`src/rtl/wsd_pkg.sv`:
```
`default_nettype none

package wsd_pkg;

    localparam int VAL_W       = 18;
    localparam int IDX_W       = 3;
    localparam int IN_TDATA_W  = 24;
    localparam int OUT_TDATA_W = 24;
    localparam int MAP_N       = 5;

    localparam int QDEPTH = 4;
    localparam int QPTR_W = 2;
    localparam int QCNT_W = QPTR_W + 1;

    localparam logic signed [IDX_W-1:0] IDX_LO = -3'sd2;
    localparam logic signed [IDX_W-1:0] IDX_HI = 3'sd2;

    // the nine base polynomials of the spin-2 table
    typedef enum logic [3:0] {
        BASE_D00,
        BASE_D10,
        BASE_D11,
        BASE_D1M1,
        BASE_D22,
        BASE_D21,
        BASE_D20,
        BASE_D2M1,
        BASE_D2M2
    } t_base;

    typedef struct packed {
        t_base base;
        logic  neg;
    } t_entry;

    typedef struct packed {
        logic signed [VAL_W-1:0] cos_theta;
        t_base                   base;
        logic                    neg;
        logic                    bad;
    } t_item;

    // rows m = -2..2, columns n = -2..2
    // neg already folds in the leading minus of d10, d21 and d2m1
    localparam t_entry ELEM_MAP [MAP_N][MAP_N] = '{
        '{'{BASE_D22, 1'b0},  '{BASE_D21, 1'b0},  '{BASE_D20, 1'b0},
          '{BASE_D2M1, 1'b0}, '{BASE_D2M2, 1'b0}},
        '{'{BASE_D21, 1'b1},  '{BASE_D11, 1'b0},  '{BASE_D10, 1'b0},
          '{BASE_D1M1, 1'b0}, '{BASE_D2M1, 1'b0}},
        '{'{BASE_D20, 1'b0},  '{BASE_D10, 1'b1},  '{BASE_D00, 1'b0},
          '{BASE_D10, 1'b0},  '{BASE_D20, 1'b0}},
        '{'{BASE_D2M1, 1'b1}, '{BASE_D1M1, 1'b0}, '{BASE_D10, 1'b1},
          '{BASE_D11, 1'b0},  '{BASE_D21, 1'b0}},
        '{'{BASE_D2M2, 1'b0}, '{BASE_D2M1, 1'b1}, '{BASE_D20, 1'b0},
          '{BASE_D21, 1'b1},  '{BASE_D22, 1'b0}}
    };

endpackage

`default_nettype wire

```
`src/rtl/wsd_queue.sv`:
```
`default_nettype none

module wsd_queue (
    input  logic           i_clk,
    input  logic           i_rst_n,
    input  logic           i_wr_en,
    input  wsd_pkg::t_item i_item,
    input  logic           i_rd_en,
    output logic           o_full,
    output logic           o_empty,
    output wsd_pkg::t_item o_item
);

    import wsd_pkg::*;

    t_item             r_mem [QDEPTH];
    logic [QPTR_W-1:0] r_wr_ptr;
    logic [QPTR_W-1:0] r_rd_ptr;
    logic [QCNT_W-1:0] r_count;
    logic [QPTR_W-1:0] n_wr_ptr;
    logic [QPTR_W-1:0] n_rd_ptr;
    logic [QCNT_W-1:0] n_count;

    always_comb begin
        n_wr_ptr = r_wr_ptr + QPTR_W'(i_wr_en);
        n_rd_ptr = r_rd_ptr + QPTR_W'(i_rd_en);
        n_count  = r_count + QCNT_W'(i_wr_en) - QCNT_W'(i_rd_en);
    end

    always_ff @(posedge i_clk) begin
        if (!i_rst_n) begin
            r_wr_ptr <= '0;
            r_rd_ptr <= '0;
            r_count  <= '0;
        end else begin
            r_wr_ptr <= n_wr_ptr;
            r_rd_ptr <= n_rd_ptr;
            r_count  <= n_count;
        end
    end

    always_ff @(posedge i_clk) begin
        if (i_wr_en) begin
            r_mem[r_wr_ptr] <= i_item;
        end
    end

    assign o_full  = (r_count == QCNT_W'(QDEPTH));
    assign o_empty = (r_count == '0);
    assign o_item  = r_mem[r_rd_ptr];

endmodule

`default_nettype wire

```
`config.mk`:
```
export PLATFORM = sky130hd
export DESIGN_NAME = wsd_queue
export DESIGN_NICKNAME = d
export VERILOG_FILES = /design/src/rtl/wsd_pkg.sv /design/src/rtl/wsd_queue.sv
export SDC_FILE = /design/constraint.sdc
export NUM_CORES = 1
export LEC_CHECK = 0
export ABC_AREA = 1
export BUFFER_PORTS_ARGS = -buffer_cell sky130_fd_sc_hd__buf_4
export CAP_MARGIN = 10
export CELL_PAD_IN_SITES_DETAIL_PLACEMENT = 0
export CELL_PAD_IN_SITES_GLOBAL_PLACEMENT = 2
export CORE_ASPECT_RATIO = 0.9
export CORE_UTILIZATION = 35
export DETAILED_ROUTE_END_ITERATION = 7
export PLACE_DENSITY_LB_ADDON = 0.05
export SLEW_MARGIN = 20
export SYNTH_ARGS = -nofsm -noshare
export SYNTH_HDL_FRONTEND = slang
export SYNTH_SLANG_ARGS = --single-unit
```
`constraint.sdc`:
```
create_clock -name i_clk -period 2.5 [get_ports i_clk]
set_input_delay 0.125 -clock i_clk [delete_from_list [all_inputs] [get_ports i_clk]]
set_output_delay 0.125 -clock i_clk [all_outputs]
set_load 0.02 [all_outputs]
```
Word-level counts from Yosys, hierarchy flattened
Memory sizes are Yosys's and may differ from the RTL's. A register that Yosys moved wholly into a read port is not among the register bits. Cells that the tools add are included.

Memories kept: 1. Logic and storage cells: 13. Bits of input ports: 28. Register bits after elaboration: 7. Bits in writable memories: 96. Output and inout bits: 26.

Memory list: r_mem (words 4, bits a word 24, rd ports 1, clocked after memory_dff 1, write ports 1, line wsd_queue.sv:16) `t_item r_mem [QDEPTH];`.

Reduce and logical (&&, ||, !) cells: 1. Mux-type cells: 3. Add/sub/neg operators: 4. Equality and inequality tests: 1.

Operators with widths (count): adder 2 x 1 -> 2 bit (2); adder 3 x 1 -> 3 bit (1); == test 3 bit (second input constant) (1); zero test 3 bit (1); subtractor 3 x 1 -> 3 bit (1); two-way mux 1 bit (2); two-way mux 2 bit (1).

Longest topological paths before layout
Depth after elaboration: 2. Depth in mapped cells: 8. Depth with buffers taken out: 8.

Worst setup path after synthesis
Ideal clock, no wire load.

Path type: reg2reg. Start: reg r_wr_ptr[1]. End: mem r_mem[3][0] in the netlist's numbering, enable pin. Cell stages (with the launch flop): 3. Setup time: 435 ps. Required time: 2065 ps. Buffers on the path: 0. Arrival time: 2138 ps. Period minus slack after synthesis: 2573 ps. Path slack: -73 ps. Cell sequence: dfxtp_1 > inv_1 > nor3_1.

RTL lines: start, declared (line wsd_queue.sv:17) `logic [QPTR_W-1:0] r_wr_ptr;`; start signal, assigned (line wsd_queue.sv:36) `r_wr_ptr <= n_wr_ptr;`; end, declared (line wsd_queue.sv:16).

No word-level cell before the write port.

==> flow_summary.yaml <==
synthesis:
  ys_seq_area_share_pct: 71.25
  ys_async_sr_fraction_pct: 0
  yosys_warnings: 0
  synth-seq-cells: 103
  ys.flop_type: "edfxtp_1"
  synth.area.top_cells: "edfxtp_1 (68%), inv_1 (5.3%), o211ai_2 (4.7%)"
  synth_top_area_share_pct: 67.94
  synthMostInstantiatedCell: "edfxtp_1"
  syn_nets: 362
  synth_cell_types: 18
  netlist_area_sq_mm: 0.004243
  yosysTopAreaCell: "edfxtp_1"
  netlist_instances: 329
  synth-edff-count: 96
  syn_avg_cell_area_sq_um: 12.90
  yosys-top-cells-count: "edfxtp_1 (96), inv_1 (60), nand2_1 (49)"
global_routing:
  grt_pass1_wl_mm: 12.59
  grt.overflow.total: 0
  grt_max_degree: 47
  grt_pass1_vias: 2553
  antenna_found_initial: 0
  grt_usage_pct: 13.28
power:
  power.leakage_nw: 2.104
  ir_drop_uv: 381.2
  powerDensity_mw_per_mm2: 736.1
critical_path:
  r2r_end: "r_count[2]"
  path_max_fanout: 46
  required_ps: 2380
  start_kind: "flip-flop"
  arrival_ps: 1730
  crit_start: "r_rd_ptr[0]"
  cp_slowest_cell: "dfxtp_4"
  cp-end-kind: "primary output"
  cp_slowest_stage_delay_ps: 660
  reg2regPathDepth: 7
  rrSetupSlack_ps: 970
  path_cells: "buf_12 > a21oi_1 > o21ai_0 > nand2_1 > buf_4"
  regToRegStartpoint: "r_count[0]"
  path_class: "reg2out"
  crit_path_end: "o_item[20]"
place:
  place_ws_ps: 971.2
  hpwl_mm: 4.626
  portBuffers: 53
  routabilityCongestion: 0.6743
  dpl_cell_area_sq_mm: 0.004848
cells_and_area:
  area_delta_synth_final_pct: 26.30
  nFillCells: 1065
  drive_gt1_share_pct: 26.33
  diodes: 0
  utilization_pct: 46.12
  final_nets: 443
  fin_area_sq_mm: 0.005359
cts:
  post_cts_buffers: 0
  cts_resized: 0
  cts_max_path_buffers: 2
  hold_buffers: 23
  cts.sinks: 103
  clk_pin_slew_ps: 60
  root_buffer: "clkbuf_16"
  clock_latency_ps: 330
  h-tree-depth: 3
  cts_tree: "done"
  cts_buffers: 9
job:
  cap_violations: 0
floorplan:
  die_w_um: 118.1
  rows: 37
  start_util_pct: 36.51
  coreArea_sq_mm: 0.01162
  boundaryPins: 54
  die_area_sq_mm: 0.01257
  die_y_um: 106.5
timing:
  setup_tns_ps: 0
  whs_ps: 15.40
  hold_viol: 0
  rsz0062_at_grt: "false"
  finClkSkew_ps: 3.888
  fin_ws_ps: 644.8
  worstMarginPinSlew_ps: 495.6
  timing.fmax_mhz: 539.0
  setup_viol_count_final: 0
  fin_crit_ps: 1855
  maxSlewViolCount: 0
  slew_headroom_pct: 66.96
  fin_crit_sh_pct: 74.21
outcome:
  status: "completed"
routing:
  drt-total-wl_mm: 7.450
  remaining_drc_errors: 0
  drt_iter0_markers: 108
  ant_nets: 0
  dr.pass1.iters: 4
  vias: 2494
  via_per_inst: 4.375
  avgRoutedWirePerCell_um: 13.07
min_path:
  min_path_type: "in2reg"
  hold_depth: 1
  holdCritStartpoint: "i_item[7]"
==> cells by family after synthesis <==
| kind of cell | Yosys count | synth area share (%) |
|---|---|---|
| compound gates | 73 | 11.91 |
| fa+ha+maj | 5 | 1.651 |
| buf+inv | 77 | 8.139 |
| flops | 103 | 71.25 |
| simple gates | 71 | 7.048 |
==> placed cells by master (no fill, tap or decap), drive strengths merged <==
cell type and count:
dfxtp 7, o21ai 24, o211ai 24, clkinv 2, clkinvlp 1, buf 64
nand3 1, nand2 59, dlygate4sd3 23, inv 60, clkbuf 11, a21oi 25
nor3 5, ha 4, fa 1, edfxtp 96, nor2 6, bufinv 1
==> per-layer routing <==
layer	up-vias	share of wire (%)	track usage (%)
met5	-	0	0
met4	0	1.5	4.670
met3	8	3.3	3.755
met2	40	49	23.45
met1	1164	46	15.41
li1	1282	-	-
==> state kept, by name, indices dropped and copies added (netlist names) <==
name      cells
r_rd_ptr      2
r_count       3
r_wr_ptr      2
r_mem        96
==> how the worst min path moves through the flow <==
stage | endpoint | slack [ps]
2_1_floorplan | r_count[1] | 220
4_1_cts | r_mem[3][7] | 2
3_5_place_dp | r_mem[0][11] | 330
6_report | r_mem[1][7] | 20
3_3_place_gp | r_mem[3][4] | 330
5_1_grt | r_mem[1][7] | 3
==> layout make-up <==
| cell class | count | area, sq um | area share, % |
|---|---|---|---|
| clock buffer | 11 | 232.7 | 4.343 |
| sequential | 103 | 3028 | 56.50 |
| multi-input combinational | 149 | 894.6 | 16.69 |
| timing repair buffer | 87 | 735.7 | 13.73 |
| tap | 156 | 195.2 | 3.642 |
| clock inverter | 4 | 47.55 | 0.8872 |
| inverter | 60 | 225.2 | 4.203 |
==> critical path, delay by kind of cell, from the launching register on <==
family,cells,cell delay (ps)
DFF,1,660
AOI/OAI and AO/OA,2,180
and+or+nand+nor,1,90
buffers and inverters,2,440
==> power breakdown <==
group / switching [mW] / internal (mW) / total (mW) / leakage (nW)
combinational: 0.339 / 0.253 / 0.592 / 1.03
sequential: 0.0572 / 1.98 / 2.03 / 0.941
clock: 0.551 / 0.767 / 1.32 / 0.135
==> stage by stage <==
step | total power, mW | std cells
after detailed placement | 2.650 | 532
after global routing | 4.125 | 570
after CTS | 4.014 | 570
final | 3.945 | 570
after floorplan | 2.410 | 329
after global placement | 2.646 | 532
Power figures use the tool's default switching activity.
