File: config.mk
export PLATFORM = sky130hd
export DESIGN_NAME = wsd_front
export DESIGN_NICKNAME = d
export VERILOG_FILES = /design/src/rtl/wsd_pkg.sv /design/src/rtl/wsd_front.sv
export SDC_FILE = /design/constraint.sdc
export NUM_CORES = 1
export LEC_CHECK = 0
export BUFFER_PORTS_ARGS = -buffer_cell sky130_fd_sc_hd__buf_2
export CORE_MARGIN = 3
export CORE_UTILIZATION = 43
export DETAILED_ROUTE_END_ITERATION = 6
export PLACE_DENSITY = 0.9
export SYNTH_ARGS = -nofsm -noshare
export SYNTH_HDL_FRONTEND = slang
export SYNTH_SLANG_ARGS = --single-unit
File: constraint.sdc
create_clock -name vclk -period 4.09
set_clock_uncertainty 0.2 [all_clocks]
set_input_delay 0.409 -clock vclk [all_inputs]
set_output_delay 0.409 -clock vclk [all_outputs]
set_load 0.1 [all_outputs]
File: src/rtl/wsd_pkg.sv
`default_nettype none

package wsd_pkg;

    localparam int VAL_W       = 18;
    localparam int IDX_W       = 3;
    localparam int IN_TDATA_W  = 24;
    localparam int OUT_TDATA_W = 24;
    localparam int MAP_N       = 5;

    localparam int QDEPTH = 4;
    localparam int QPTR_W = 2;
    localparam int QCNT_W = QPTR_W + 1;

    localparam logic signed [IDX_W-1:0] IDX_LO = -3'sd2;
    localparam logic signed [IDX_W-1:0] IDX_HI = 3'sd2;

    // the nine base polynomials of the spin-2 table
    typedef enum logic [3:0] {
        BASE_D00,
        BASE_D10,
        BASE_D11,
        BASE_D1M1,
        BASE_D22,
        BASE_D21,
        BASE_D20,
        BASE_D2M1,
        BASE_D2M2
    } t_base;

    typedef struct packed {
        t_base base;
        logic  neg;
    } t_entry;

    typedef struct packed {
        logic signed [VAL_W-1:0] cos_theta;
        t_base                   base;
        logic                    neg;
        logic                    bad;
    } t_item;

    // rows m = -2..2, columns n = -2..2
    // neg already folds in the leading minus of d10, d21 and d2m1
    localparam t_entry ELEM_MAP [MAP_N][MAP_N] = '{
        '{'{BASE_D22, 1'b0},  '{BASE_D21, 1'b0},  '{BASE_D20, 1'b0},
          '{BASE_D2M1, 1'b0}, '{BASE_D2M2, 1'b0}},
        '{'{BASE_D21, 1'b1},  '{BASE_D11, 1'b0},  '{BASE_D10, 1'b0},
          '{BASE_D1M1, 1'b0}, '{BASE_D2M1, 1'b0}},
        '{'{BASE_D20, 1'b0},  '{BASE_D10, 1'b1},  '{BASE_D00, 1'b0},
          '{BASE_D10, 1'b0},  '{BASE_D20, 1'b0}},
        '{'{BASE_D2M1, 1'b1}, '{BASE_D1M1, 1'b0}, '{BASE_D10, 1'b1},
          '{BASE_D11, 1'b0},  '{BASE_D21, 1'b0}},
        '{'{BASE_D2M2, 1'b0}, '{BASE_D2M1, 1'b1}, '{BASE_D20, 1'b0},
          '{BASE_D21, 1'b1},  '{BASE_D22, 1'b0}}
    };

endpackage

`default_nettype wire

File: src/rtl/wsd_front.sv
`default_nettype none

module wsd_front (
    input  logic                             i_s_tvalid,
    input  logic [wsd_pkg::IN_TDATA_W-1:0]   i_s_tdata,
    input  logic                             i_q_full,
    output logic                             o_s_tready,
    output logic                             o_wr_en,
    output wsd_pkg::t_item                   o_item
);

    import wsd_pkg::*;

    logic signed [IDX_W-1:0] w_m;
    logic signed [IDX_W-1:0] w_n;
    logic [IDX_W-1:0]        w_row;
    logic [IDX_W-1:0]        w_col;
    logic                    w_bad;
    t_entry                  w_ent;

    assign w_m = i_s_tdata[VAL_W +: IDX_W];
    assign w_n = i_s_tdata[VAL_W+IDX_W +: IDX_W];

    assign w_bad = (w_m < IDX_LO) || (w_m > IDX_HI) || (w_n < IDX_LO) || (w_n > IDX_HI);

    assign w_row = $unsigned(w_m) - $unsigned(IDX_LO);
    assign w_col = $unsigned(w_n) - $unsigned(IDX_LO);

    always_comb begin
        if (w_bad) begin
            w_ent = '{base: BASE_D00, neg: 1'b0};
        end else begin
            w_ent = ELEM_MAP[w_row][w_col];
        end
    end

    assign o_item = '{
        cos_theta: i_s_tdata[VAL_W-1:0],
        base:      w_ent.base,
        neg:       w_ent.neg,
        bad:       w_bad
    };

    assign o_s_tready = !i_q_full;
    assign o_wr_en    = i_s_tvalid && !i_q_full;

endmodule

`default_nettype wire

# Word-level counts from Yosys, hierarchy flattened
# Memories as Yosys holds them, arrays and structs flattened.
# Cells that the tools add are included.
[word_totals] register_bits=0 rom_bits=200 input_bits=26 output_inout_bits=26 word_cells=22 mem_count=1
[classes] add_sub_neg=2 magnitude_cmp=6 muxes=6 n_bitwise=2 reduce_logical=5
[memory_table] memory="(no name shown)" depth=8 width=25 read_ports=1 rd_clocked_by_memory_dff=0 write_ports=0 line="wsd_front.sv:33" text="w_ent = ELEM_MAP[w_row][w_col];"
[ops] operator="$mux 25" count=2
[ops] operator="$bmux 5 s3" count=1
[ops] operator="$mux 5" count=3
[ops] operator="$ge 4x4->1 const B" count=2
[ops] operator="$not 3->4" count=2
[ops] operator="$gt 3x3->1 const B" count=2
[ops] operator="$lt 3x2->1 const B" count=2
[ops] operator="$sub 3x3->3 const B" count=2
[ops] operator="$logic_or 1x1->1" count=3
[ops] operator="$logic_and 1x1->1" count=1
[ops] operator="$logic_not 1->1" count=1

# Depth between registers and ports, before layout
# Gate-level depths: netlist of run 1.
[depth] word_depth=9 mapped_depth=6 mapped_depth_nobuf=5

# Worst setup path after synthesis of run 1
# Ideal clock, no wire load.
[synth_timing] path_kind="input port to output port" start="in i_s_tdata[22] (netlist bit)" end="out o_item[3] (netlist bit)" arrival_ns=3.719 required_ns=3.481 setup_slack_ns=-0.238 stages=6 path_buffers=1 path_cell_list="buf_2 > inv_1 > ha_1 > or2_1 > a221o_4 > a311oi_1"
[synth_rtl] element="from (decl)" line="wsd_front.sv:5" text="input logic [wsd_pkg::IN_TDATA_W-1:0] i_s_tdata,"
[synth_rtl] element="to (decl)" line="wsd_front.sv:9" text="output wsd_pkg::t_item o_item"

==> metrics.md, run 1 <==
| Metric | Value |
|---|---|
| Outcome | `finished clean` |
| Final Slew Violations | `0` |
| I/O pin total | `52` |
| Compound-cell area share of the yosys netlist | `0.234` |
| Layout cells sized above 1 | `0.382` |
| CP max FO | `11` |
| Yosys warnings | `0` |
| Crit path kind | `input port to output port` |
| Final Cycle Share | `0.708` |
| CP peak stage delay | `0.48 ns` |
| Seq_cells | `0` |
| Sw frac | `0.746` |
| Initial core utilization | `0.496` |
| Synth area leader | `ha_1` |
| Final setup violation count | `0` |
| Via count | `445` |
| Nets | `108` |
| Drt pass-1 iters | `4` |
| Post-synthesis cell count | `74` |
| CP max-delay cell | `ha_1` |
| Worst setup margin | `1.19 ns` |
| Die ar. | `0.00185 mm2` |
| Xor and xnor fraction of the mapped netlist area | `0` |
| Post-Place Setup Slack | `1.19 ns` |
| Final Hold Vio Count | `0` |
| Post-CTS Setup Bufs | `0` |
| Antenna violations before repair | `0` |
| Rel. slew slack | `0.675` |
| Startpoint Class | `input port` |
| Largest family of logic cells by synthesized area | `buffers and inverters` |
| Power density of the placed cells | `172 mW/mm2` |
| Vias in the first global route | `388` |
| # fillers | `124` |
| Clock buffers | `0` |
| CP Capture Type | `output port` |
| Post-DP HPWL | `911 um` |
| RSZ-0062 raised after global routing | `false` |
| First-pass GRT wire length | `1750 um` |
| WL/cell | `13.0 um` |
| RD Place Congestion | `0.941` |
| Sum Neg Setup Slack | `0 ns` |
| Via density | `5.43` |
| Sequential share of power | `0` |
| Critical Path AT | `2.29 ns` |
| IO buf count | `16` |
| Storage cell area | `0 um2` |
| DR DRC count | `0` |
| Maximum VDD drop | `0.0801 mV` |
| Final Total Pwr | `91.7 uW` |
| Post-route ant nets | `0` |
| Synth cell types | `30` |
| P_int | `23.3 uW` |
| Initial DRC count | `5` |
| Post-Syn Nets | `112` |
| Hold Path Class | `input port to output port` |
| Dpl cells | `82` |
| Synth top cells by count | `buf_4 (19), ha_1 (12), inv_1 (8)` |
| Synth Area in Simple Gates | `0.183` |
| Post-synth top area share | `0.255` |
| Comb power frac | `1.000` |
| Final hold slack | `0.618 ns` |
| Core area | `0.00119 mm2` |
| Grt ovf | `0` |
| Mux cell area share after synthesis | `0` |
| Crit path top cell by count | `buf_2` |
| Diodes inserted | `0` |
| Post-Synthesis Cell Area | `588 um2` |
| Sw power | `68.4 uW` |
| DIE WIDTH | `43.0 um` |
| Static leakage | `0.271 nW` |
| Clock network power share | `0` |
| Site Rows | `12` |
| WP data required | `3.48 ns` |
| Syn avg cell area | `7.95 um2` |
| Maxcap violations | `0` |
| Crit path time final | `2.90 ns` |
| Max Fclk | `0.345 GHz` |
| Top-count cell post-synth | `buf_4` |
| Pin slew with the least headroom to its limit | `0.491 ns` |
| Adder-Cell Fraction of Synth Area | `0.255` |
| Largest net degree at the start of global routing | `13` |
| Sequential fraction of the synthesis area | `0` |
| Post-Route WL | `1060 um` |
| Die H | `43.0 um` |
| Synthesis-to-finish area growth | `-9.15%` |
| Top cells by area, synth | `ha_1 (26%), buf_4 (24%), inv_1 (5.1%), a211oi_2 (4.3%), a221o_4 (3.6%)` |
| CTS Hold Bufs | `0` |
| Non-filler cells, final | `82` |
| Critical-path cell list | `buf_2 > inv_1 > ha_1 > nor3_1 > a211o_2 > a311oi_2 > buf_2` |
| Resize count post-CTS | `0` |
| Multi-input logic area | `407 um2` |
| All-Layer GR Usage | `0.116` |
-- critical path: cells and delay by family --
kind / cells / cell delay (ns)
AO/OA/AOI/OAI: 2 / 0.59
AND/OR/NAND/NOR: 1 / 0.10
buffers and inverters: 3 / 0.70
adder cells (fa/ha/maj): 1 / 0.48
-- power groups by stage --
stage / logic, mW / registers (mW) / clock network, mW
2_1_floorplan: 0.160 / 0 / 0
3_3_place_gp: 0.0894 / 0 / 0
3_5_place_dp: 0.0914 / 0 / 0
4_1_cts: 0.0917 / 0 / 0
5_1_grt: 0.0979 / 0 / 0
6_report: 0.0917 / 0 / 0
-- metal layers --
metal,routed length [um],global-route usage,vias up
met5,0,0,-
met4,8,0.0181,0
met3,104,0.0127,4
met2,505,0.201,22
met1,445,0.156,200
li1,-,-,219
-- path summary, 6_finish.rpt --
kind / start / end / slack, ns / cells after the start
max: i_s_tdata[19] / o_item[3] / 1.19 / 7
min: i_s_tdata[9] / o_item[15] / 0.62 / 0
-- per-stage QoR --
stage | area (um2) | utilization
global route | 534 | 0.450
global placement | 534 | 0.450
floorplan | 599 | -
detailed placement | 534 | 0.450
CTS | 534 | 0.450
finish | 534 | 0.450
-- cells in the final DEF, fill, tap and decap left out --
cell type	n
nor3_1	1
inv_1	8
o311ai_0	1
o31a_1	1
and2_1	1
nand2b_4	1
and2_2	1
a221o_4	1
o21bai_1	1
a311oi_2	1
nor2_1	2
nand2b_1	2
nor3b_1	1
nand2_1	2
or2_1	1
o21ai_0	2
nor2b_1	1
ha_1	12
a2111oi_2	1
a211oi_2	3
a211o_2	1
nor4b_1	1
nand3_1	2
nand2b_2	1
buf_2	16
a21oi_1	3
-- kinds of logic (layout without fill, tap and decap cells) --
group / after synthesis / in the layout
AND/OR/NAND/NOR: 17 / 17
adder cells (fa/ha/maj): 12 / 12
AO/OA/AOI/OAI: 15 / 15
buffers and inverters: 30 / 24
-- layout make-up --
type / instances / share of cell area
inverters: 8 / 0.0562
multi-input cells: 44 / 0.761
well taps: 14 / 0.0328
repair buffers: 16 / 0.150
No activity file was read; power rests on OpenSTA's default activity.
==> inputs of run 2 (changes only) <==
CORE_UTILIZATION = 36   (was 43)
PLACE_DENSITY = 0.8   (was 0.9)
clock period = 2.5 ns   (was 4.09 ns; I/O delays follow)
==> run 2 against run 1 <==
  * Final cell count grew 2.4%
  * First-iteration DRC count is 80% lower
  * Largest power group unchanged
  * Core utilization up 2.1 points
  * Global-route usage fell by 2.3 points
  * Critical path type unchanged
  * Worst setup slack got worse by 1.1 ns
==> metrics.md, run 2 (synthesis gave the netlist of run 1 again) <==
| Metric | Value |
|---|---|
| Outcome | `finished clean` |
| Pin slew with the least headroom to its limit | `0.488 ns` |
| Diodes inserted | `0` |
| Hold Path Class | `input port to output port` |
| Post-DP HPWL | `863 um` |
| WL/cell | `12.2 um` |
| RSZ-0062 raised after global routing | `true` |
| Dpl cells | `84` |
| All-Layer GR Usage | `0.0937` |
| Final hold slack | `0.300 ns` |
| Core area | `0.00142 mm2` |
| I/O pin total | `52` |
| Post-Place Setup Slack | `0.0808 ns` |
| Final Hold Vio Count | `0` |
| First-pass GRT wire length | `1590 um` |
| Non-filler cells, final | `84` |
| # fillers | `143` |
| Grt ovf | `0` |
| Rel. slew slack | `0.677` |
| Sequential share of power | `0` |
| Layout cells sized above 1 | `0.420` |
| Comb power frac | `1.000` |
| P_int | `61.3 uW` |
| Final Total Pwr | `186 uW` |
| Die H | `46.4 um` |
| Worst setup margin | `0.103 ns` |
| Sw frac | `0.670` |
| DR DRC count | `0` |
| Nets | `109` |
| Crit path kind | `input port to output port` |
| WP data required | `2.05 ns` |
| Seq_cells | `0` |
| Initial core utilization | `0.416` |
| Post-Route WL | `1030 um` |
| Antenna violations before repair | `0` |
| Static leakage | `0.292 nW` |
| Via density | `5.15` |
| Final Cycle Share | `0.959` |
| Initial DRC count | `1` |
| Maximum VDD drop | `0.114 mV` |
| Post-route ant nets | `0` |
| Synthesis-to-finish area growth | `13.4%` |
| Resize count post-CTS | `0` |
| Final setup violation count | `0` |
| IO buf count | `16` |
| Largest net degree at the start of global routing | `13` |
| Via count | `433` |
| Storage cell area | `0 um2` |
| Multi-input logic area | `455 um2` |
| Die ar. | `0.00215 mm2` |
| DIE WIDTH | `46.4 um` |
| Maxcap violations | `0` |
| Crit path time final | `2.40 ns` |
| Drt pass-1 iters | `3` |
| Most frequent cells in the layout | `ha_1 (11), buf_2 (11), inv_1 (7)` |
| Critical Path AT | `1.95 ns` |
| Vias in the first global route | `372` |
| Site Rows | `13` |
| Sw power | `125 uW` |
| Max Fclk | `0.417 GHz` |
| Clock network power share | `0` |
| Final Slew Violations | `0` |
| Clock buffers | `0` |
| RD Place Congestion | `0.717` |
| Power density of the placed cells | `279 mW/mm2` |
| CP Capture Type | `output port` |
| Sum Neg Setup Slack | `0 ns` |
| CP max FO | `11` |
| Startpoint Class | `input port` |
-- run 2: final timing paths --
| check | startpoint | to | slack (ns) | depth (start not counted) |
|---|---|---|---|---|
| setup / recovery | i_s_tdata[19] | o_item[1] | 0.10 | 7 |
| hold / removal | i_s_tdata[6] | o_item[12] | 0.30 | 0 |
-- run 2: per-layer routing --
metal / routed length [um] / GRT usage / vias up
met5: 0 / 0 / -
met4: 17 / 0.0227 / 0
met3: 87 / 0.00391 / 6
met2: 433 / 0.154 / 18
met1: 489 / 0.132 / 190
li1: - / - / 219
-- run 2: worst max-delay path, cell delays in order --
cell      delay (ns)
buf_2           0.14
inv_1           0.10
ha_1            0.43
nor3b_1         0.34
o21ai_0         0.21
a211oi_4        0.27
buf_12          0.21
-- run 2: stage by stage --
| stage | util | cell area (um2) |
|---|---|---|
| 6_report | 0.471 | 667 |
| 3_3_place_gp | 0.471 | 667 |
| 4_1_cts | 0.471 | 667 |
| 5_1_grt | 0.471 | 667 |
| 3_5_place_dp | 0.471 | 667 |
| 2_1_floorplan | - | 658 |
-- run 2: power by group through the flow --
stage	Combinational [mW]	Clock (mW)	Sequential (mW)
finish	0.186	0	0
global route	0.197	0	0
CTS	0.187	0	0
detailed placement	0.187	0	0
global placement	0.184	0	0
floorplan	0.280	0	0
-- run 2: area by class of cell --
| cell class | instances | share of cell area |
|---|---|---|
| multi-input cells | 44 | 0.683 |
| inverters | 8 | 0.0450 |
| well taps | 15 | 0.0281 |
| repair buffers | 17 | 0.244 |
-- run 2: what timing repair did --
action,4_1_cts,5_1_grt
setup endpoints to repair,0,1
hold buffers,0,0
buffers inserted,0,0
==> inputs of run 3 (changes only) <==
==> constraint.sdc (replaced) <==
create_clock -name vclk -period 2.2
set_clock_uncertainty 0.2 [all_clocks]
set_input_delay 0 -clock vclk [all_inputs]
set_output_delay 0 -clock vclk [all_outputs]
set_load 0.1 [all_outputs]
==> run 3 against run 2 <==
  * Critical path depth is the same
  * Die area is the same
  * Worst setup slack gained 0.20 ns
  * Non-clock buffer count grew 17
  * Worst hold slack lost 0.10 ns
  * Combinational power grew 94%
  * Cell area grew 25%
  * Count of clock-buffer cells in the layout is the same
  * Sequential share of layout area is the same
  * Largest power group unchanged
==> metrics.md, run 3 (synthesis gave the netlist of run 1 again) <==
| Metric | Value |
|---|---|
| Final core occ | `0.588` |
| CP max-delay cell | `ha_1` |
| Most frequent cells in the layout | `dlygate4sd3_1 (18), ha_1 (11), buf_2 (11)` |
| Sw power | `273 uW` |
| RD Place Congestion | `0.789` |
| Grt ovf | `0` |
| Seq_cells | `0` |
| Storage cell area | `0 um2` |
| IO buf count | `16` |
| Dpl cells | `83` |
| WP buf/inv | `3` |
| Maximum VDD drop | `0.256 mV` |
| Sum Neg Setup Slack | `0 ns` |
| Comb power frac | `1.000` |
| Final Total Pwr | `361 uW` |
| Post-CTS Setup Bufs | `0` |
| Via count | `508` |
| Via density | `5.03` |
| Nets | `126` |
| Site Rows | `13` |
| WP data required | `2.00 ns` |
| Die H | `46.4 um` |
| First-pass GRT wire length | `1940 um` |
| Core area | `0.00142 mm2` |
| Die ar. | `0.00215 mm2` |
| Multi-input logic area | `448 um2` |
| DIE WIDTH | `46.4 um` |
| Static leakage | `0.362 nW` |
| Post-Route WL | `1260 um` |
| CP Capture Type | `output port` |
| Crit path kind | `input port to output port` |
| Max Fclk | `0.526 GHz` |
| Final setup violation count | `0` |
| I/O pin total | `52` |
| Outcome | `finished clean` |
| # fillers | `123` |
| Non-filler cells, final | `101` |
| WL/cell | `12.5 um` |
| Synthesis-to-finish area growth | `41.5%` |
| Rel. slew slack | `0.343` |
| Sequential share of power | `0` |
| Crit path max-delay family | `compound AO/OA/AOI/OAI gates` |
| Antenna violations before repair | `0` |
| CP peak stage delay | `0.48 ns` |
| Startpoint Class | `input port` |
| Largest net degree at the start of global routing | `13` |
| P_int | `88.1 uW` |
| Critical Path AT | `1.70 ns` |
| All-Layer GR Usage | `0.117` |
| Vias in the first global route | `452` |
| Final Hold Vio Count | `0` |
| RSZ-0062 raised after global routing | `false` |
| Clock buffers | `0` |
| DR DRC count | `0` |
| Drt pass-1 iters | `2` |
| Hold Path Class | `input port to output port` |
| Sw frac | `0.756` |
| Post-DP HPWL | `873 um` |
| Clock network power share | `0` |
| Layout cells sized above 1 | `0.326` |
| Maxcap violations | `0` |
| Diodes inserted | `0` |
| Crit path time final | `1.90 ns` |
| Initial DRC count | `7` |
| Initial core utilization | `0.416` |
| Critical-path cell list | `buf_2 > inv_1 > ha_1 > nor3_1 > a211o_2 > a311oi_4 > buf_12` |
| Power density of the placed cells | `434 mW/mm2` |
| Final Slew Violations | `0` |
| CP max FO | `11` |
| Post-route ant nets | `0` |
| Most common cell after layout, fill and taps aside | `dlygate4sd3_1` |
| Pin slew with the least headroom to its limit | `0.983 ns` |
| Final Cycle Share | `0.864` |
==> run 3: stage by stage <==
step / instance area [um2] / hold slack, ns / worst slack (ns)
2_1_floorplan: 652 / 0.0115 / -0.233
3_3_place_gp: 652 / -0.199 / 0.342
3_5_place_dp: 652 / -0.199 / 0.311
4_1_cts: 832 / 0.199 / 0.302
5_1_grt: 832 / 0.209 / 0.171
6_report: 832 / 0.196 / 0.299
==> run 3: cell type report <==
| cell class | count | area share |
|---|---|---|
| multi-input combinational | 44 | 0.538 |
| inverter | 8 | 0.0361 |
| timing repair buffer | 34 | 0.403 |
| tap | 15 | 0.0226 |
==> run 3: routing by layer <==
layer	part of all wire	up-vias	track usage	wire length, um
li1	-	255	-	-
met1	0.44	213	0.164	555
met2	0.43	40	0.212	546
met3	0.12	0	0	157
met4	0	0	0	0
met5	0	-	0	0
==> run 3: path summary, 6_finish.rpt <==
kind     startpoint    endpoint  slack [ns]  cells after the start
min        i_q_full  o_s_tready        0.20                      3
max   i_s_tdata[19]   o_item[3]        0.30                      7
==> run 3: repair_timing <==
action,4_1_cts,5_1_grt
hold buffers,18,0
hold endpoints to repair,18,0
resized for setup,0,0
==> run 3: power groups by stage <==
stage               logic (mW)  clock network (mW)  registers, mW
floorplan                0.315                   0              0
global placement         0.204                   0              0
detailed placement       0.207                   0              0
CTS                      0.363                   0              0
global route             0.378                   0              0
finish                   0.361                   0              0
